**config.mk**
```make
export PLATFORM = sky130hd
export DESIGN_NAME = bmf3_ctrl
export DESIGN_NICKNAME = d
export VERILOG_FILES = /design/src/hw/rtl/bmf3_pkg.sv /design/src/hw/rtl/bmf3_ctrl.sv
export SDC_FILE = /design/constraint.sdc
export NUM_CORES = 1
export LEC_CHECK = 0
export BUFFER_PORTS_ARGS = -buffer_cell sky130_fd_sc_hd__buf_4
export CAP_MARGIN = 15
export CORE_MARGIN = 2
export CORE_UTILIZATION = 25
export DETAILED_ROUTE_END_ITERATION = 10
export SETUP_SLACK_MARGIN = 0.02
export SLEW_MARGIN = 20
export SYNTH_ARGS = -nofsm -noshare
export SYNTH_HDL_FRONTEND = slang
export SYNTH_SLANG_ARGS = --single-unit
```
**constraint.sdc**
```tcl
create_clock -name clk -period 1.8 [get_ports clk]
set_input_delay 0.09 -clock clk [delete_from_list [all_inputs] [get_ports clk]]
set_output_delay 0.09 -clock clk [all_outputs]
set_load 0.01 [all_outputs]
```
**src/hw/rtl/bmf3_pkg.sv**
```systemverilog
// bmf3_pkg: widths and control/status types shared by the 3x3 box mean filter
// used by bmf3_ctrl, bmf3_datapath and box_mean_filter_3x3_unit
// no dependencies
package bmf3_pkg;

    localparam int SAMPLE_W   = 8;
    localparam int MEAN_W     = 16;
    localparam int OROW_W     = 12;
    localparam int OCOL_W     = 10;
    localparam int COLS_W     = 11;
    localparam int ROWS_W     = 13;
    localparam int CFG_DATA_W = 13;
    localparam int CFG_IDX_W  = 2;
    localparam int NUM_SLOTS  = 4;

    // register indexes on the configuration port
    localparam logic [CFG_IDX_W-1:0] CFG_COLS = 2'd0;
    localparam logic [CFG_IDX_W-1:0] CFG_ROWS = 2'd1;

    // result slots of one input item, in emit order
    // bit 1 set: the result is on the current row, bit 0 set: on the current column
    localparam logic [1:0] SLOT_PREV_LEFT = 2'd0;
    localparam logic [1:0] SLOT_PREV_HERE = 2'd1;
    localparam logic [1:0] SLOT_CUR_LEFT  = 2'd2;
    localparam logic [1:0] SLOT_CUR_HERE  = 2'd3;

    typedef struct packed {
        logic       load_item;
        logic       fetch;
        logic       grid;
        logic       sum_load;
        logic       out_load;
        logic       last;
        logic [1:0] slot;
    } bmf3_cmd_t;

    typedef struct packed {
        logic [NUM_SLOTS-1:0] res_mask;
    } bmf3_status_t;

endpackage

```
**src/hw/rtl/bmf3_ctrl.sv**
```systemverilog
// bmf3_ctrl: sequencer of the 3x3 box mean filter, one item at a time
// steps line store read, window load and the results of each item
// depends on bmf3_pkg
module bmf3_ctrl (
    input  logic                   clk,
    input  logic                   rst_n,
    input  logic                   in_valid,
    output logic                   in_stall,
    output logic                   out_valid,
    input  logic                   out_stall,
    input  bmf3_pkg::bmf3_status_t status,
    output bmf3_pkg::bmf3_cmd_t    cmd
);
    import bmf3_pkg::*;

    typedef enum logic [4:0] {
        S_IDLE  = 5'b00001,
        S_FETCH = 5'b00010,
        S_GRID  = 5'b00100,
        S_SUM   = 5'b01000,
        S_MUL   = 5'b10000
    } state_t;

    state_t               state_reg;
    state_t               state_next;
    logic [NUM_SLOTS-1:0] pend_reg;
    logic [NUM_SLOTS-1:0] pend_next;
    logic                 out_valid_reg;
    logic                 out_valid_next;
    logic [1:0]           slot;
    logic [NUM_SLOTS-1:0] slot_bit;
    logic [NUM_SLOTS-1:0] rest;
    logic                 out_room;

    // lowest pending slot goes first
    always_comb
    begin
        slot = SLOT_PREV_LEFT;
        if (pend_reg[0])
        begin
            slot = SLOT_PREV_LEFT;
        end
        else if (pend_reg[1])
        begin
            slot = SLOT_PREV_HERE;
        end
        else if (pend_reg[2])
        begin
            slot = SLOT_CUR_LEFT;
        end
        else
        begin
            slot = SLOT_CUR_HERE;
        end
    end

    assign slot_bit = NUM_SLOTS'(1) << slot;
    assign rest     = pend_reg & ~slot_bit;
    assign out_room = !out_valid_reg || !out_stall;

    always_comb
    begin
        state_next    = state_reg;
        pend_next     = pend_reg;
        cmd           = '0;
        cmd.slot      = slot;
        cmd.last      = (rest == '0);
        case (state_reg)
            S_IDLE:
            begin
                if (in_valid)
                begin
                    cmd.load_item = 1'b1;
                    state_next    = S_FETCH;
                end
            end
            S_FETCH:
            begin
                cmd.fetch  = 1'b1;
                state_next = S_GRID;
            end
            S_GRID:
            begin
                cmd.grid   = 1'b1;
                pend_next  = status.res_mask;
                state_next = (status.res_mask != '0) ? S_SUM : S_IDLE;
            end
            S_SUM:
            begin
                cmd.sum_load = 1'b1;
                state_next   = S_MUL;
            end
            S_MUL:
            begin
                if (out_room)
                begin
                    cmd.out_load = 1'b1;
                    pend_next    = rest;
                    state_next   = (rest != '0) ? S_SUM : S_IDLE;
                end
            end
            default:
            begin
                state_next = S_IDLE;
                pend_next  = '0;
            end
        endcase
    end

    always_comb
    begin
        out_valid_next = out_valid_reg;
        if (cmd.out_load)
        begin
            out_valid_next = 1'b1;
        end
        else if (!out_stall)
        begin
            out_valid_next = 1'b0;
        end
    end

    always_ff @(posedge clk or negedge rst_n)
    begin
        if (!rst_n)
        begin
            state_reg     <= S_IDLE;
            pend_reg      <= '0;
            out_valid_reg <= 1'b0;
        end
        else
        begin
            state_reg     <= state_next;
            pend_reg      <= pend_next;
            out_valid_reg <= out_valid_next;
        end
    end

    assign in_stall  = (state_reg != S_IDLE);
    assign out_valid = out_valid_reg;

`ifndef SYNTHESIS
    a_idle_no_pending: assert property (@(posedge clk) disable iff (!rst_n)
        (state_reg == S_IDLE) |-> (pend_reg == '0))
        else $error("results still pending while idle");

    a_no_overwrite: assert property (@(posedge clk) disable iff (!rst_n)
        cmd.out_load |-> (!out_valid_reg || !out_stall))
        else $error("output register loaded while holding an untaken result");

    a_accept_to_fetch: assert property (@(posedge clk) disable iff (!rst_n)
        (in_valid && !in_stall) |=> ((state_reg == S_FETCH) && in_stall))
        else $error("accepted item did not start a line store read");

    a_load_after_sum: assert property (@(posedge clk) disable iff (!rst_n)
        cmd.out_load |-> ($past(cmd.sum_load) || $past(state_reg == S_MUL)))
        else $error("result loaded without a preceding sum stage");
`endif

endmodule

```
## Word level (Yosys, flattened, before mapping)

Cells that the tools add are included.
W data, S select, Z words.

- Word-level logic and storage cells: 44
- Bits in writable memories: 0
- Input bits: 8
- Register bits after elaboration: 10
- Bits in latches: 0
- Memory bits (read-only): 0
- Memories kept: 0
- Output and inout port bits: 10

- Div/mod/pow operators: 0
- Multiplexer cells: 19
- Equal/unequal tests: 9
- Shift operators: 1
- Bitwise logic cells: 3
- Multipliers: 0
- Magnitude comparators: 0
- Reduce and logical (&&, ||, !) cells: 9
- Add/sub/neg operators: 0

Operators by type and width:

| kind | count |
|---|---|
| $pmux W5 S5 | 1 |
| $mux W4 | 3 |
| $pmux W4 S3 | 1 |
| $mux W1 | 10 |
| $mux W5 | 2 |
| $reduce_bool A4 Y1 | 2 |
| $eq A5 B1 Y1 const B | 1 |
| $eq A5 B2 Y1 const B | 1 |
| $eq A5 B3 Y1 const B | 1 |
| $eq A5 B4 Y1 const B | 1 |
| $eq A5 B5 Y1 const B | 1 |
| $ne A5 B1 Y1 const B | 1 |
| $and A4 B4 Y4 | 1 |
| $logic_not A4 Y1 | 1 |
| $mux W2 | 2 |
| $ne A2 B2 Y1 const B | 2 |
| $not A4 Y4 | 1 |
| $reduce_and A2 Y1 | 2 |
| $shl A1 B2 Y4 const A | 1 |
| $reduce_or A3 Y1 | 1 |
| $logic_not A1 Y1 | 2 |
| $ne A2 B1 Y1 const B | 1 |
| $logic_or A1 B1 Y1 | 1 |
| $not A1 Y1 | 1 |

## Logic depth before layout (Yosys ltp)

Gate-level depths: netlist (run 1).

- Depth in word-level cells: 10
- Depth in mapped cells: 4
- Gate-level depth less buffers: 4

## Worst setup path after synthesis (run 1)

No wires, ideal clock.

- Path kind: reg2reg
- Start point: register state_reg[1]
- End point: register state_reg[0]
- Library setup time: 0.060 ns
- Slack: 0.224 ns
- Period minus slack after synthesis: 1.576 ns
- Cell stages (with the launch flop): 5
- Arrival: 1.516 ns
- Required time: 1.740 ns
- Path buffers: 0
- Path through: dfrtp_1 or3_4 nor3b_2 o2bb2ai_1 o21a_1

- Word-level cells in the longest chain between the ends: 3
- Elaborated cells on any way between the ends: 9
- Classes of those cells: eq/ne (7); mux (1); reduce/logical (1)

Ends and longest elaborated chain:

| item | line | text |
|---|---|---|
| from (decl) | bmf3_ctrl.sv:24 | `state_t state_reg;` |
| from (signal assigned) | bmf3_ctrl.sv:133 | `state_reg <= state_next;` |
| $eq A5 B5 Y1 / $eq A5 B1 Y1 (equally long branches) | bmf3_ctrl.sv:68 | `case (state_reg)` |
| $ne A2 B2 Y1 (no line) | n/a |  |
| $reduce_and A2 Y1 (no line) | n/a |  |

Several ways; a longest one is shown, not always the timed one.
A chain may end at the register's enable or synchronous reset.

==> results of run 1 <==
## worst max-delay path by stage
stage | endpoint | slack (ns)
after floorplan | state_reg[0] | 0.22
after global placement | pend_reg[1] | 0.20
after detailed placement | pend_reg[1] | 0.18
after CTS | cmd[4] | 0.02
after global routing | cmd[4] | -0.008
final | cmd[4] | 0.05
## timing repair
action                                  in CTS  in global routing
endpoints found under the hold margin       10                  0
hold buffers                                 1                  0
resized for setup                            1                  2
setup buffers                                1                  0
endpoints found under the setup margin       1                  2
## power breakdown
group          internal (W)  switching, W  leakage, nW  total (W)
registers          0.000279     0.0000505        0.132   0.000330
clock network     0.0000860     0.0000869       0.0150   0.000173
logic              0.000251      0.000227        0.259   0.000478
## layout make-up
| class | instances | area [µm²] |
|---|---|---|
| fill | 249 | 1430 |
| multi-input combinational | 45 | 327 |
| sequential | 10 | 254 |
| timing repair buffer | 22 | 168 |
| tap | 28 | 35.0 |
| clock buffer | 4 | 26.3 |
| inverter | 5 | 18.8 |
## critical path: stages (launching register included)
cell and delay (ns):
dfrtp_2 0.46, or3_4 0.36, or3b_4 0.40, inv_1 0.06, buf_4 0.11
## stage by stage
step,total power [W],util
after CTS,0.000989,0.365
after global placement,0.000791,0.345
final,0.000980,0.367
after global routing,0.00106,0.367
after detailed placement,0.000793,0.345
after floorplan,0.000635,-
## layout by cell type (no fill, tap or decap), types with 2 or more instances in the layout
cell type / n
clkbuf_4: 3
buf_4: 21
nand4_1: 2
and3_1: 2
inv_1: 5
nand2b_1: 2
dfrtp_2: 2
a21oi_1: 3
and3b_2: 2
nor2_1: 6
nand2_1: 4
a221o_2: 3
dfrtp_1: 7
nor4_1: 2
## kinds of logic after synthesis
logic type	after synthesis
xor gates and xnor gates	1
AOI/OAI and AO/OA	13
and+or+nand+nor	31
DFF	10
buffers and inverters	7
## layer usage
layer,track usage,wire length [µm],share of wire
met1,0.161,702,0.49
met2,0.165,667,0.46
met3,0.0226,44,0.030
met4,0.0940,29,0.020
met5,0,0,0
==> summary.md, run 1 <==
| Metric | Value |
|---|---|
| WL/cell | `about 13 µm` |
| Register area share after synthesis | `0.414` |
| ANT cells | `0` |
| FF-to-FF setup slack | `0.13 ns` |
| Worst r2r src | `state_reg[1]` |
| Min-Delay Endpoint | `pend_reg[2]` |
| Syn. warnings | `0` |
| Worst-Skew Late Latency | `0.28 ns` |
| Worst EP required | `1.71 ns` |
| Pre-antenna DRT Iters | `4` |
| DRC Markers | `0` |
| Vias in the first global route | `around 540` |
| Slew Viols, Final | `0` |
| Status | `finished, final reports clean` |
| P per Cell Area | `1180 nW/µm²` |
| Final setup fails | `0` |
| Total die area | `2840 µm²` |
| Period minus WS final | `1.75 ns` |
| Die Span X | `53.3 µm` |
| Xor and xnor fraction of the mapped netlist area | `0.0144` |
| Synth Cell Area | `607 µm²` |
| Synth top area share | `0.371` |
| Port bufs | `17` |
| Most instantiated cells after synthesis | `dfrtp_1, nor2_1, inv_1, nand2_1` |
| Unrepaired setup endpoints after global routing | `true` |
| Crit. End Element | `output port` |
| Yosys cell types | `32` |
| Critical Path Fanout Max | `9` |
| Post-synth ARST share | `1.00` |
| Gr ovfl total | `0` |
| CTS Buffer Depth | `2` |
| Syn_area_per_cell | `between 9 and 10 µm²` |
| Ports | `18` |
| Largest family of logic cells by synthesized area | `simple AND/OR/NAND/NOR gates` |
| Final instance area | `around 830 µm²` |
| Leakage Power | `roughly 0.4 nW` |
| Crit path from | `state_reg[4]` |
| CTS buffer count | `3` |
| Placed Area | `roughly 780 µm²` |
| Worst Max-Slew Pin Slew | `~0.33 ns` |
| F_max | `around 570 MHz` |
| First-pass GRT wire length | `2390 µm` |
| Hold path cells | `2` |
| Final wirelength | `between 1000 and 1500 µm` |
| ANT nets after route | `0` |
| Non-filler cells, final | `~110` |
| Startpoint Class | `flop` |
| Total of max-cap violations | `0` |
| Hold Worst Slack | `0.0552 ns` |
| Placed Instances | `about 110` |
| Count leader, synth | `dfrtp_1` |
| Post-synthesis adder-cell area fraction | `0` |
| Initial DRC count | `14` |
| Setup tns final | `0 ns` |
| R2R depth | `5` |
| Clock Skews | `~0.010 ns` |
| Nets | `95` |
| DR vias/cell | `slightly below 5` |
| Cell taking the most area after synthesis | `dfrtp_1` |
| CTS Sinks | `10` |
| Final worst setup slack | `slightly above 0.05 ns` |
| Synth Register Bits | `10` |
| Cells after synthesis | `62` |
| Core box area | `between 2000 and 2500 µm²` |
| Crit share post-route | `0.971` |
| Post-synthesis simple-gate area fraction | `0.338` |
| GRT Resource Usage Total | `0.120` |
| Max VDD drop | `0.000405 V` |
| Min-delay worst type | `input pin to flop` |
| Arrival @ worst endpoint | `between 1.5 and 2 ns` |
| CTS tree | `yes` |
| CP Class | `flop to output port` |
| Layout cells sized above 1 | `0.477` |
| Via count | `about 560` |
| Primary FF master, synth | `dfrtp_1` |
| Final hold violation count | `0` |
| Reg2reg end | `state_reg[0]` |
| Syn_nets | `70` |
| CTS HTree Levels | `1` |
| Row Count | `17` |
| Initial Util | `0.269` |
| Number of flip-flops in the largest register | `5` |
| Hold Startpoint | `status[2]` |
| Number of flops mapped to enable cells by yosys | `0` |
| Clock root buffer | `clkbuf_4` |
| Largest net degree at the start of global routing | `11` |
| Slew margin rel. | `0.775` |
| Hpwl dp | `between 1000 and 1500 µm` |
| Antenna violations before repair | `0` |
| Layout area overhead | `36.5%` |
| Reg clk slew, reported paths | `0.08 ns` |
| Mux cell area share after synthesis | `0` |
| Die Span Y | `approximately 53 µm` |
| Post-place setup slack | `~0.18 ns` |
| Synth Area in Compound Gates | `0.177` |
| Ranking of synthesized cells by area | `dfrtp_1, a221o_2, dfstp_2, nor2_1, and3b_2` |
| Gpl congestion | `around 0.81` |
Power figures use the tool's default switching activity.
==> run 2: changes to the inputs <==
CORE_MARGIN = 10   (was 2)
RECOVER_POWER = 50   (was default)
==> run 2 against run 1 <==
  * Die area increased by 69%
  * Design area increased by 3.5%
  * Power increased by 4.5%
  * Non-clock buffer count increased by 4
  * Wire length increased by 13%
  * Via count increased by 2.3%
  * Utilization increased by 1.3 points
  * Clock skew decreased by 0.0055 ns
  * Register-to-register slack got worse by 0.03 ns
  * Hold slack improved by 0.012 ns
  * Sequential cell count unchanged
  * Critical endpoint unchanged
  * Highest routed layer unchanged
==> summary.md, run 2 (synthesized netlist as in run 1, its figures left out) <==
| Metric | Value |
|---|---|
| Crit share post-route | `0.959` |
| Global routing usage on met3 | `0.0171` |
| Crit path from | `state_reg[4]` |
| P per Cell Area | `between 1000 and 1500 nW/µm²` |
| Critical Path Fanout Max | `6` |
| Nets | `99` |
| Post-place setup slack | `0.177 ns` |
| Port bufs | `17` |
| Antenna violations before repair | `0` |
| Total die area | `between 4000 and 5000 µm²` |
| Clock root buffer | `clkbuf_4` |
| Min-delay worst type | `input pin to flop` |
| FF-to-FF setup slack | `0.10 ns` |
| Row Count | `17` |
| Global route hottest layer | `met2` |
| Ports | `18` |
| ANT nets after route | `0` |
| R2R depth | `5` |
| Met1 Use GR | `0.0745` |
| Arrival @ worst endpoint | `roughly 1.6 ns` |
| Largest net degree at the start of global routing | `11` |
| Worst Max-Slew Pin Slew | `around 0.55 ns` |
| DR vias/cell | `about 4.8` |
| CTS HTree Levels | `1` |
| Commonest cells after routing, fill and taps aside | `buf_4, dfrtp_1, nor2_1` |
| Unrepaired setup endpoints after global routing | `true` |
| Clock Skews | `between 0.004 and 0.005 ns` |
| Layout area overhead | `41.2%` |
| CP Class | `flop to output port` |
| Worst EP required | `1.71 ns` |
| Gr ovfl total | `0` |
| Final hold violation count | `0` |
| Leakage Power | `0.415 nW` |
| Gpl congestion | `~0.74` |
| Met2 usage | `0.119` |
| Slew Viols, Final | `0` |
| Initial DRC count | `15` |
| Reg2reg end | `state_reg[0]` |
| Max VDD drop | `0.000496 V` |
| Die Span Y | `just under 70 µm` |
| Switching share of power | `0.359` |
| Final setup fails | `0` |
| Sequential power share | `0.318` |
| Setup tns final | `0 ns` |
| Cell-internal power | `approximately 0.00066 W` |
| CTS Buffer Depth | `2` |
| Clock power frac | `0.199` |
| Reg clk slew, reported paths | `~0.07 ns` |
| Gate power share | `0.483` |
| Pre-antenna DRT Iters | `4` |
| Initial Util | `0.269` |
| Worst r2r src | `state_reg[1]` |
| Final worst setup slack | `around 0.073 ns` |
| Reg area | `about 250 µm²` |
| Vias in the first global route | `around 640` |
| Core box area | `around 2300 µm²` |
| Commonest non-fill, non-tap cell in the layout | `buf_4` |
| Final wirelength | `1630 µm` |
| F_max | `579 MHz` |
| Die Span X | `69.3 µm` |
| CTS buffer count | `3` |
| Fillers | `around 250` |
| Footprint of the multi-input gates | `approximately 330 µm²` |
| Status | `finished, final reports clean` |
| Worst-Skew Late Latency | `0.27 ns` |
| Switching Power | `0.000367 W` |
| Hpwl dp | `1270 µm` |
| ANT cells | `0` |
| Placed Instances | `~110` |
| Crit. End Element | `output port` |
| Period minus WS final | `between 1.5 and 2 ns` |
| Total of max-cap violations | `0` |
| First-pass GRT wire length | `around 2800 µm` |
| DRC Markers | `0` |
| WL/cell | `around 14 µm` |
| GRT Resource Usage Total | `0.0683` |
| CTS Sinks | `10` |
| Slew margin rel. | `0.635` |
| CTS tree | `yes` |
| Non-filler cells, final | `118` |
| Layout cells sized above 1 | `0.478` |
| CP Capture Point | `cmd[4]` |
| Startpoint Class | `flop` |
| Number of flip-flops in the largest register | `5` |
| Via count | `570` |
[run 2: layer usage]
layer	vias up	part of all wire
li1	285	-
met1	277	0.42
met2	6	0.54
met3	2	0.031
met4	0	0.0061
met5	-	0
[run 2: final cells by class]
class,instances,area share
well taps,28,0.0409
inverters,5,0.0219
flip-flops and latches,10,0.296
repair buffers,26,0.218
clock buffers,4,0.0423
multi-input cells,45,0.381
[run 2: power by group through the flow]
stage	Sequential, W	Clock, W	Combinational [W]
after floorplan	0.000335	0	0.000300
after global placement	0.000341	0	0.000455
after detailed placement	0.000347	0	0.000453
after CTS	0.000332	0.000213	0.000481
after global routing	0.000338	0.000225	0.000548
final	0.000326	0.000204	0.000495
[run 2: worst min-delay path by stage]
stage	startpoint	end	slack [ns]	depth (start not counted)
floorplan	rst_n	out_valid	-0.21	0
global placement	rst_n	out_valid	-0.07	1
detailed placement	rst_n	pend_reg[2]	-0.07	1
CTS	status[0]	pend_reg[0]	0.06	2
global route	status[0]	pend_reg[0]	0.07	2
finish	status[0]	pend_reg[0]	0.07	2
[run 2: through the flow]
| stage | hold slack (ns) | util | total power (W) | instance area (µm²) |
|---|---|---|---|---|
| 2_1_floorplan | -0.206 | - | 0.000635 | 607 |
| 3_3_place_gp | -0.0733 | 0.345 | 0.000796 | 777 |
| 3_5_place_dp | -0.0745 | 0.345 | 0.000799 | 777 |
| 4_1_cts | 0.0575 | 0.370 | 0.00103 | 833 |
| 5_1_grt | 0.0704 | 0.380 | 0.00111 | 857 |
| 6_report | 0.0672 | 0.380 | 0.00102 | 857 |
[run 2: worst max-delay path, cell delays in order, from the launching register on]
cell and delay [ns]:
dfrtp_2 0.44, or3_4 0.36, or3b_4 0.42, inv_2 0.06
buf_6 0.09
[run 2: repair_timing]
item                       4_1_cts  5_1_grt
hold endpoints to repair        10        0
gates resized for setup          2        3
pin swaps                        0        2
hold buffers                     1        0
setup endpoints to repair        1        2
buffers inserted                 1        4
